## config.mk

```make
export PLATFORM = sky130hd
export DESIGN_NAME = fdbe_ctrl
export DESIGN_NICKNAME = d
export VERILOG_FILES = /design/src/hw/rtl/fdbe_pkg.sv /design/src/hw/rtl/fdbe_ctrl.sv
export SDC_FILE = /design/constraint.sdc
export NUM_CORES = 1
export LEC_CHECK = 0
export ABC_CLOCK_PERIOD_IN_PS = 2700
export BUFFER_PORTS_ARGS = -buffer_cell sky130_fd_sc_hd__buf_2
export CAP_MARGIN = 20
export CORE_AREA = 2 2 39 41
export DETAILED_ROUTE_END_ITERATION = 7
export DIE_AREA = 0 0 41 43
export GPL_TIMING_DRIVEN = 0
export HOLD_SLACK_MARGIN = 0.08
export MAX_ROUTING_LAYER = met4
export PLACE_DENSITY = 0.72
export SYNTH_ARGS = -nofsm -noshare
export SYNTH_HDL_FRONTEND = slang
export SYNTH_SLANG_ARGS = --single-unit
```

## constraint.sdc

```tcl
create_clock -name clk -period 2.7 [get_ports clk]
set_clock_uncertainty 0.15 [all_clocks]
set_input_delay 0.405 -clock clk [delete_from_list [all_inputs] [get_ports clk]]
set_output_delay 0.405 -clock clk [all_outputs]
set_load 0.01 [all_outputs]
```

## src/hw/rtl/fdbe_pkg.sv

```systemverilog
`default_nettype none
package fdbe_pkg;

	// Default frame geometry
	localparam int ROWS_DEF      = 64;
	localparam int ROW_BYTES_DEF = 16;

	// Field widths
	localparam int ROW_W    = 6;
	localparam int COL_W    = 4;
	localparam int BYTE_W   = 8;
	localparam int BUDGET_W = 6;
	localparam int FC_W     = 11;
	localparam int X_W      = BUDGET_W + 1;
	localparam int Y_W      = FC_W + 1;
	localparam int ACC_W    = FC_W + X_W;

	localparam logic [BUDGET_W-1:0] BUDGET_RST = 6'd63;
	localparam logic [FC_W-1:0]     FC_MAX     = 11'h7FF;
	localparam logic [BYTE_W-1:0]   EOD_BYTE   = 8'hFF;

	// Request codes
	localparam logic REQ_BYTE = 1'b0;
	localparam logic REQ_EOF  = 1'b1;

	typedef struct packed {
		logic              req_type;
		logic [BYTE_W-1:0] pixel_byte;
	} pix_t;

	typedef struct packed {
		logic [ROW_W-1:0]  row;
		logic [COL_W-1:0]  column;
		logic [BYTE_W-1:0] byte_value;
		logic              end_marker;
		logic              last;
	} rec_t;

	typedef enum logic [3:0] {
		ST_CLR,
		ST_IDLE,
		ST_FB_RD,
		ST_FB_EV,
		ST_FB_PUSH,
		ST_P1_TEST,
		ST_P1_RD,
		ST_P1_EV,
		ST_P2_TEST,
		ST_P2_RD,
		ST_P2_EV,
		ST_MARK,
		ST_FLUSH
	} state_t;

	typedef enum logic [2:0] {
		CUR_KEEP,
		CUR_RASTER,
		CUR_HEAD,
		CUR_TAIL,
		CUR_NEXT
	} cur_sel_t;

	typedef struct packed {
		logic     clr;
		cur_sel_t cur_sel;
		logic     latch_byte;
		logic     write_byte;
		logic     remove;
		logic     push;
		logic     adv_raster;
		logic     p1_init;
		logic     p1_step;
		logic     x_inc;
		logic     emit_rec;
		logic     emit_mark;
		logic     flush;
		logic     frame_end;
	} cmd_t;

	typedef struct packed {
		logic changed;
		logic pending;
		logic hit;
		logic p1_more;
		logic p2_more;
		logic room;
		logic can_push;
		logic hold_v;
		logic out_free;
		logic clr_last;
	} stat_t;

endpackage
`default_nettype wire

```

## src/hw/rtl/fdbe_ctrl.sv

```systemverilog
`default_nettype none
module fdbe_ctrl (
	input  wire logic          clk,
	input  wire logic          arst_n,
	input  wire logic          pix_valid,
	input  wire logic          req_type,
	output logic               pix_stall,
	input  wire fdbe_pkg::stat_t stat,
	output fdbe_pkg::cmd_t     cmd
);
	import fdbe_pkg::*;

	state_t state_q, state_d;

	// State register
	always_ff @(posedge clk or negedge arst_n) begin
		if (!arst_n) begin
			state_q <= ST_CLR;
		end else begin
			state_q <= state_d;
		end
	end

	// Next state
	always_comb begin
		state_d = state_q;
		unique case (state_q)
			ST_CLR: begin
				if (stat.clr_last) state_d = ST_IDLE;
			end
			ST_IDLE: begin
				if (pix_valid) begin
					state_d = (req_type == REQ_BYTE) ? ST_FB_RD : ST_P1_TEST;
				end
			end
			ST_FB_RD:   state_d = ST_FB_EV;
			ST_FB_EV:   state_d = stat.changed ? ST_FB_PUSH : ST_IDLE;
			ST_FB_PUSH: state_d = ST_IDLE;
			ST_P1_TEST: state_d = stat.p1_more ? ST_P1_RD : ST_P2_TEST;
			ST_P1_RD:   state_d = ST_P1_EV;
			ST_P1_EV: begin
				if (!stat.hit || stat.can_push) state_d = ST_P1_TEST;
			end
			ST_P2_TEST: state_d = stat.p2_more ? ST_P2_RD : ST_MARK;
			ST_P2_RD:   state_d = ST_P2_EV;
			ST_P2_EV: begin
				if (stat.can_push) state_d = ST_P2_TEST;
			end
			ST_MARK: begin
				if (!stat.room || stat.can_push) state_d = ST_FLUSH;
			end
			ST_FLUSH: begin
				if (!stat.hold_v || stat.out_free) state_d = ST_IDLE;
			end
			default: state_d = ST_CLR;
		endcase
	end

	// Command outputs
	always_comb begin
		cmd         = '0;
		cmd.cur_sel = CUR_KEEP;
		pix_stall   = (state_q != ST_IDLE);
		unique case (state_q)
			ST_CLR: cmd.clr = 1'b1;
			ST_IDLE: begin
				if (pix_valid) begin
					if (req_type == REQ_BYTE) begin
						cmd.latch_byte = 1'b1;
						cmd.cur_sel    = CUR_RASTER;
					end else begin
						cmd.p1_init = 1'b1;
						cmd.cur_sel = CUR_HEAD;
					end
				end
			end
			ST_FB_RD: ;
			ST_FB_EV: begin
				if (stat.changed) begin
					cmd.write_byte = 1'b1;
					cmd.remove     = stat.pending;
				end else begin
					cmd.adv_raster = 1'b1;
				end
			end
			ST_FB_PUSH: begin
				cmd.push       = 1'b1;
				cmd.adv_raster = 1'b1;
			end
			ST_P1_TEST: ;
			ST_P1_RD: ;
			ST_P1_EV: begin
				if (!stat.hit || stat.can_push) begin
					cmd.emit_rec = stat.hit;
					cmd.x_inc    = stat.hit;
					cmd.remove   = stat.hit;
					cmd.p1_step  = 1'b1;
					cmd.cur_sel  = CUR_NEXT;
				end
			end
			ST_P2_TEST: begin
				if (stat.p2_more) cmd.cur_sel = CUR_TAIL;
			end
			ST_P2_RD: ;
			ST_P2_EV: begin
				if (stat.can_push) begin
					cmd.emit_rec = 1'b1;
					cmd.x_inc    = 1'b1;
					cmd.remove   = 1'b1;
				end
			end
			ST_MARK: begin
				cmd.emit_mark = stat.room && stat.can_push;
			end
			ST_FLUSH: begin
				if (!stat.hold_v || stat.out_free) begin
					cmd.flush     = stat.hold_v;
					cmd.frame_end = 1'b1;
				end
			end
			default: ;
		endcase
	end

endmodule
`default_nettype wire

```

## Word-level counts from Yosys, hierarchy flattened

Cells that the tools add are included.

- Eq/ne operators: 19
- Reduce and logical (&&, ||, !) cells: 9
- Muxes and demuxes: 37

Operators with widths:

| kind | number |
|---|---|
| one-hot mux 4 bit (13 select lines) | 1 |
| 2-to-1 mux 4 bit | 8 |
| == test 4 bit (second input constant) | 5 |
| == test 4 x 3 -> 1 bit (second input constant) | 4 |
| 2-to-1 mux 2 bit | 7 |
| 2-to-1 mux 1 bit | 13 |
| 2-to-1 mux 3 bit | 4 |
| != test 2 bit (second input constant) | 6 |
| one-hot mux 3 bit (3 select lines) | 1 |
| == test 4 x 2 -> 1 bit (second input constant) | 2 |
| AND reduction 6 bit | 1 |
| == test 4 x 1 -> 1 bit (second input constant) | 1 |
| zero test 4 bit | 1 |
| != test 4 x 1 -> 1 bit (second input constant) | 1 |
| one-hot mux 2 bit (2 select lines) | 1 |
| zero test 1 bit | 3 |
| logical OR 1 bit | 3 |
| one-hot mux 1 bit (3 select lines) | 1 |
| one-hot mux 1 bit (2 select lines) | 1 |
| logical AND 1 bit | 1 |

- Word-level logic and storage cells: 66
- Input port bits: 14
- Bits in registers: 4
- Output and inout bits: 17

## Depth between registers and ports, before layout

- Depth in word-level cells: 4
- Gate-level depth with buffers: 6
- Gate-level depth less buffers: 5

## Worst setup path before layout

No wires, ideal clock.

- Path kind: register -> output
- Start: reg state_q[3]
- End: out cmd[12] (netlist name)
- Data arrival time: 1188 ps
- Stages on the path, launching flop included: 5
- Path buffers: 1
- Required time: 2145 ps
- Slack: 957 ps
- Cell sequence: dfrtp_1 -> buf_2 -> nor2_1 -> nand3_1 -> o21ai_0

RTL lines:

| element | line | source |
|---|---|---|
| start, declared | fdbe_ctrl.sv:13 | `state_t state_q, state_d;` |
| start signal, assigned | fdbe_ctrl.sv:20 | `state_q <= state_d;` |
| end, declared | fdbe_ctrl.sv:9 | `output fdbe_pkg::cmd_t cmd` |

==> results by stage <==
Layout:
- The number of nets in the finished design is 125.
- The register with the most flip-flops in the layout has 4 of them.
- The post-layout utilization of the core is 0.5353.
- The count of antenna diodes in the layout is 0.
- In the final layout, the share of cells above drive strength 1 is 0.4037.
- In the final layout, the registers with the most flip-flops are state_q x4.
- The area overhead of the layout relative to synthesis is 37.67%.
- More flip-flops sit in one register than any other, and that register is state_q.
- The number of filler instances in the final layout is 147.
- The final cell area excluding filler cells is 740.7 um2.

Route:
- After detailed routing, the number of remaining DRC violations is 0.
- The vias after detailed routing is 654.
- The violation count after the first detailed-route iteration is 23.
- The ratio of routed vias to standard cells is 5.232.
- The count of TritonRoute iterations in the first routing pass is 4.
- The routed length per instance is 11.49 um.
- The post-route antenna net violation count is 0.
- The final layout contains routed wiring with a total length of 1.436 mm.

STA:
- The aggregate negative setup slack is 0 ns.
- The actual transition at the worst max-transition pin is 0.3315 ns.
- The worst path meets setup with 0.5433 ns of slack.
- The clock period minus worst slack is 2.157 ns.
- The count of final setup violators is 0.
- The hold violation total from the final report was 0.
- Setup repair after global routing left no endpoint under its margin.
- The number of pins with negative max-slew slack in the final report is 0.
- The maximum clock frequency is 463.7 MHz.
- The worst slew margin relative to its limit is 0.7761.
- Of the available clock period, the critical path in the final layout requires 0.7988.

CTS:
- The CTS tree is built.
- The clock passes through at most 2 buffers.
- In this run the number of H-tree levels came out at 1.
- The clock sink total is 4.
- The number of clock buffers added by TritonCTS is 3.
- In this run the post-CTS setup repair buffer count came out at 0.
- For the worst-skew pair, the clock arrives at the later sink with an insertion delay of 0.23 ns.
- The root buffer cell chosen for the clock tree is clkbuf_4.
- Clock-pin slew was measured on the worst setup and hold paths at 0.03 ns.

Logic synthesis:
- Sorting the synthesized cells by how often they occur yields nor2_1 (12), nand2_1 (6), o21ai_0 (6).
- Yosys attributes the largest share of cell area to dfrtp_1 (19%), nor2_1 (8.4%), o21ai_0 (5.6%).
- Each instance of the synthesized netlist takes up on average 7.174 um2.
- The number of warnings reported in the yosys synthesis log is 0.
- The number of enable-type register cells in the synthesized netlist is 0.
- The share of synthesized area in the top cell type comes to 0.1860.
- The share of the Yosys chip area taken by registers is 0.1860.
- The cell taking the most area after synthesis is dfrtp_1.
- The cell area after technology mapping is 538.0 um2.
- The most common cell in the synthesized netlist is nor2_1.
- The synthesized design contains 4 register bits.
- In the synthesized netlist the async set-or-reset flop fraction comes to 1.000.
- The most frequently used flop master after synthesis is dfrtp_1.
- In the synthesized netlist, the number of instances is 75.
- The number of nets in the synthesized netlist is 89.
- Synthesis instantiated 33 different standard cells from the library.

Critical path:
- Data arrives at the worst endpoint at 1.60 ns.
- The worst reg2reg path startpoint is state_q[3]$_DFFE_PN0P_.
- The worst register-to-register path ends at state_q[3]$_DFFE_PN0P_.
- In this run the worst path has a maximum fanout of 10.
- The required time of the worst setup path is 2.14 ns.
- In this run the register-to-register setup slack is 1.01 ns.
- The cell depth of the worst flop-to-flop path is 6.
- The startpoint class of the critical path is a register.
- The worst setup path is of the reg -> out kind.
- The worst setup path is captured at an output port.

Global route:
- The combined global-route utilization of all metal layers is 0.1998.
- The total grt overflow is 0.
- Entering global routing, the biggest net connects 11 pins.
- The via count of the first global-routing pass is 598.
- The first global-routing pass estimated 2.373 mm of wire.
- The initial antenna violation count came to 0.

Die:
- Measured along the y axis, the die boundary spans 43 um.
- The die covers 1763 um2.
- The number of ports placed on the die boundary is 31.
- The floorplan has 14 rows.
- The effective utilization at floorplan is 0.3888.
- The die width is 41 um.
- The core region is 1384 um2.

Placement:
- The cell area reported after detailed placement is 708.2 um2.
- At the placement stage, the worst setup path has a slack of 0.7919 ns.
- The final weighted congestion in routability-driven placement is 0.8170.
- During placement, the flow inserted port buffers numbering 30.
- The detailed placement HPWL is 1.148 mm.

Job:
- The number of maximum-capacitance violations is 0.

Power and ir drop:
- VDD sags by at most 592.5 uV.
- The leakage power total is 0.4073 nW.
- Dividing total power by cell area gives a power density of 1023 nW/um2.

Worst hold path:
- The class of the most critical hold timing path is in -> reg.
- The worst hold path begins at stat[6].
- The endpoint with the worst hold slack is state_q[3]$_DFFE_PN0P_.
- The worst hold path was traced through 2 stages.

Outcome:
- The run finished with clean final reports.
[where the power goes]
group / leakage (nW) / switching (mW) / internal, mW
sequential: 0.0499 / 0.0277 / 0.0911
combinational: 0.344 / 0.327 / 0.241
clock: 0.0138 / 0.0218 / 0.0495
[cell families (layout without fill, tap and decap cells)]
kind of cell / after synthesis / after routing / share of synthesized area
compound gates: 23 / 23 / 0.3256
buf+inv: 11 / 45 / 0.1163
simple gates: 36 / 36 / 0.3535
mux: 1 / 1 / 0.01861
flops: 4 / 4 / 0.1861
[how the worst max path moves through the flow]
stage / cells after the start / endpoint / start
3_5_place_dp: 5 / cmd[12] / state_q[3]$_DFFE_PN0P_
5_1_grt: 6 / cmd[14] / state_q[1]$_DFFE_PN0P_
3_3_place_gp: 5 / cmd[13] / state_q[3]$_DFFE_PN0P_
4_1_cts: 5 / cmd[12] / state_q[3]$_DFFE_PN0P_
2_1_floorplan: 4 / cmd[12] / state_q[3]$_DFFE_PN0P_
6_report: 6 / cmd[5] / state_q[1]$_DFFE_PN0P_
[area by class of cell]
type                            instances  area (um2)  share of cell area
Buffer                                  5       40.04             0.05405
Clock buffer                            3       22.52             0.03041
Timing Repair Buffer                   31       160.2              0.2162
Multi-Input combinational cell         60       375.4              0.5068
Tap cell                               16       20.02             0.02703
Sequential cell                         4       100.1              0.1351
Inverter                                6       22.52             0.03041
[layer usage]
metal / GRT usage / wire, um / vias up
li1: - / - / 338
met1: 0.2590 / 637 / 300
met2: 0.3000 / 749 / 16
met3: 0.03141 / 49 / 0
met4: 0.08000 / 0 / 0
met5: - / 0 / -
[stage by stage]
| step | power, mW | hold slack (ns) | std cells |
|---|---|---|---|
| 2_1_floorplan | 0.5399 | -0.04059 | 75 |
| 3_3_place_gp | 0.6777 | 0.05815 | 121 |
| 3_5_place_dp | 0.6824 | 0.06022 | 121 |
| 4_1_cts | 0.7618 | 0.2361 | 125 |
| 5_1_grt | 0.8406 | 0.2583 | 125 |
| 6_report | 0.7580 | 0.2516 | 125 |
[worst max-delay path, cell delays in order (launching register included)]
cell and delay (ns):
dfrtp_1 0.35, buf_2 0.22, inv_2 0.12, nor2_1 0.23, o21ai_0 0.17, nor2_1 0.14, buf_2 0.15
[cells in the final DEF, fill, tap and decap left out, types with 2 or more instances in the layout]
| master | synthesis | layout |
|---|---|---|
| inv_2 | 2 | 2 |
| nor2_1 | 12 | 12 |
| nand3_1 | 2 | 2 |
| o21ai_0 | 6 | 6 |
| o21ai_1 | 2 | 2 |
| buf_6 | 2 | 2 |
| nor2b_1 | 3 | 3 |
| nand2_1 | 6 | 6 |
| a21oi_1 | 2 | 2 |
| dfrtp_1 | 4 | 4 |
| buf_2 | 2 | 32 |
| a22oi_1 | 2 | 2 |
| and3_1 | 3 | 3 |
| inv_1 | 4 | 4 |
| nor3_1 | 3 | 3 |
| o2bb2ai_1 | 2 | 2 |
| a2bb2oi_1 | 2 | 2 |
| clkbuf_4 | 0 | 3 |
[timing repair]
action | in CTS | in global routing
resized for setup | 0 | 0
hold endpoints to repair | 4 | 0
hold buffers | 1 | 0
No activity file was read; power rests on OpenSTA's default activity.
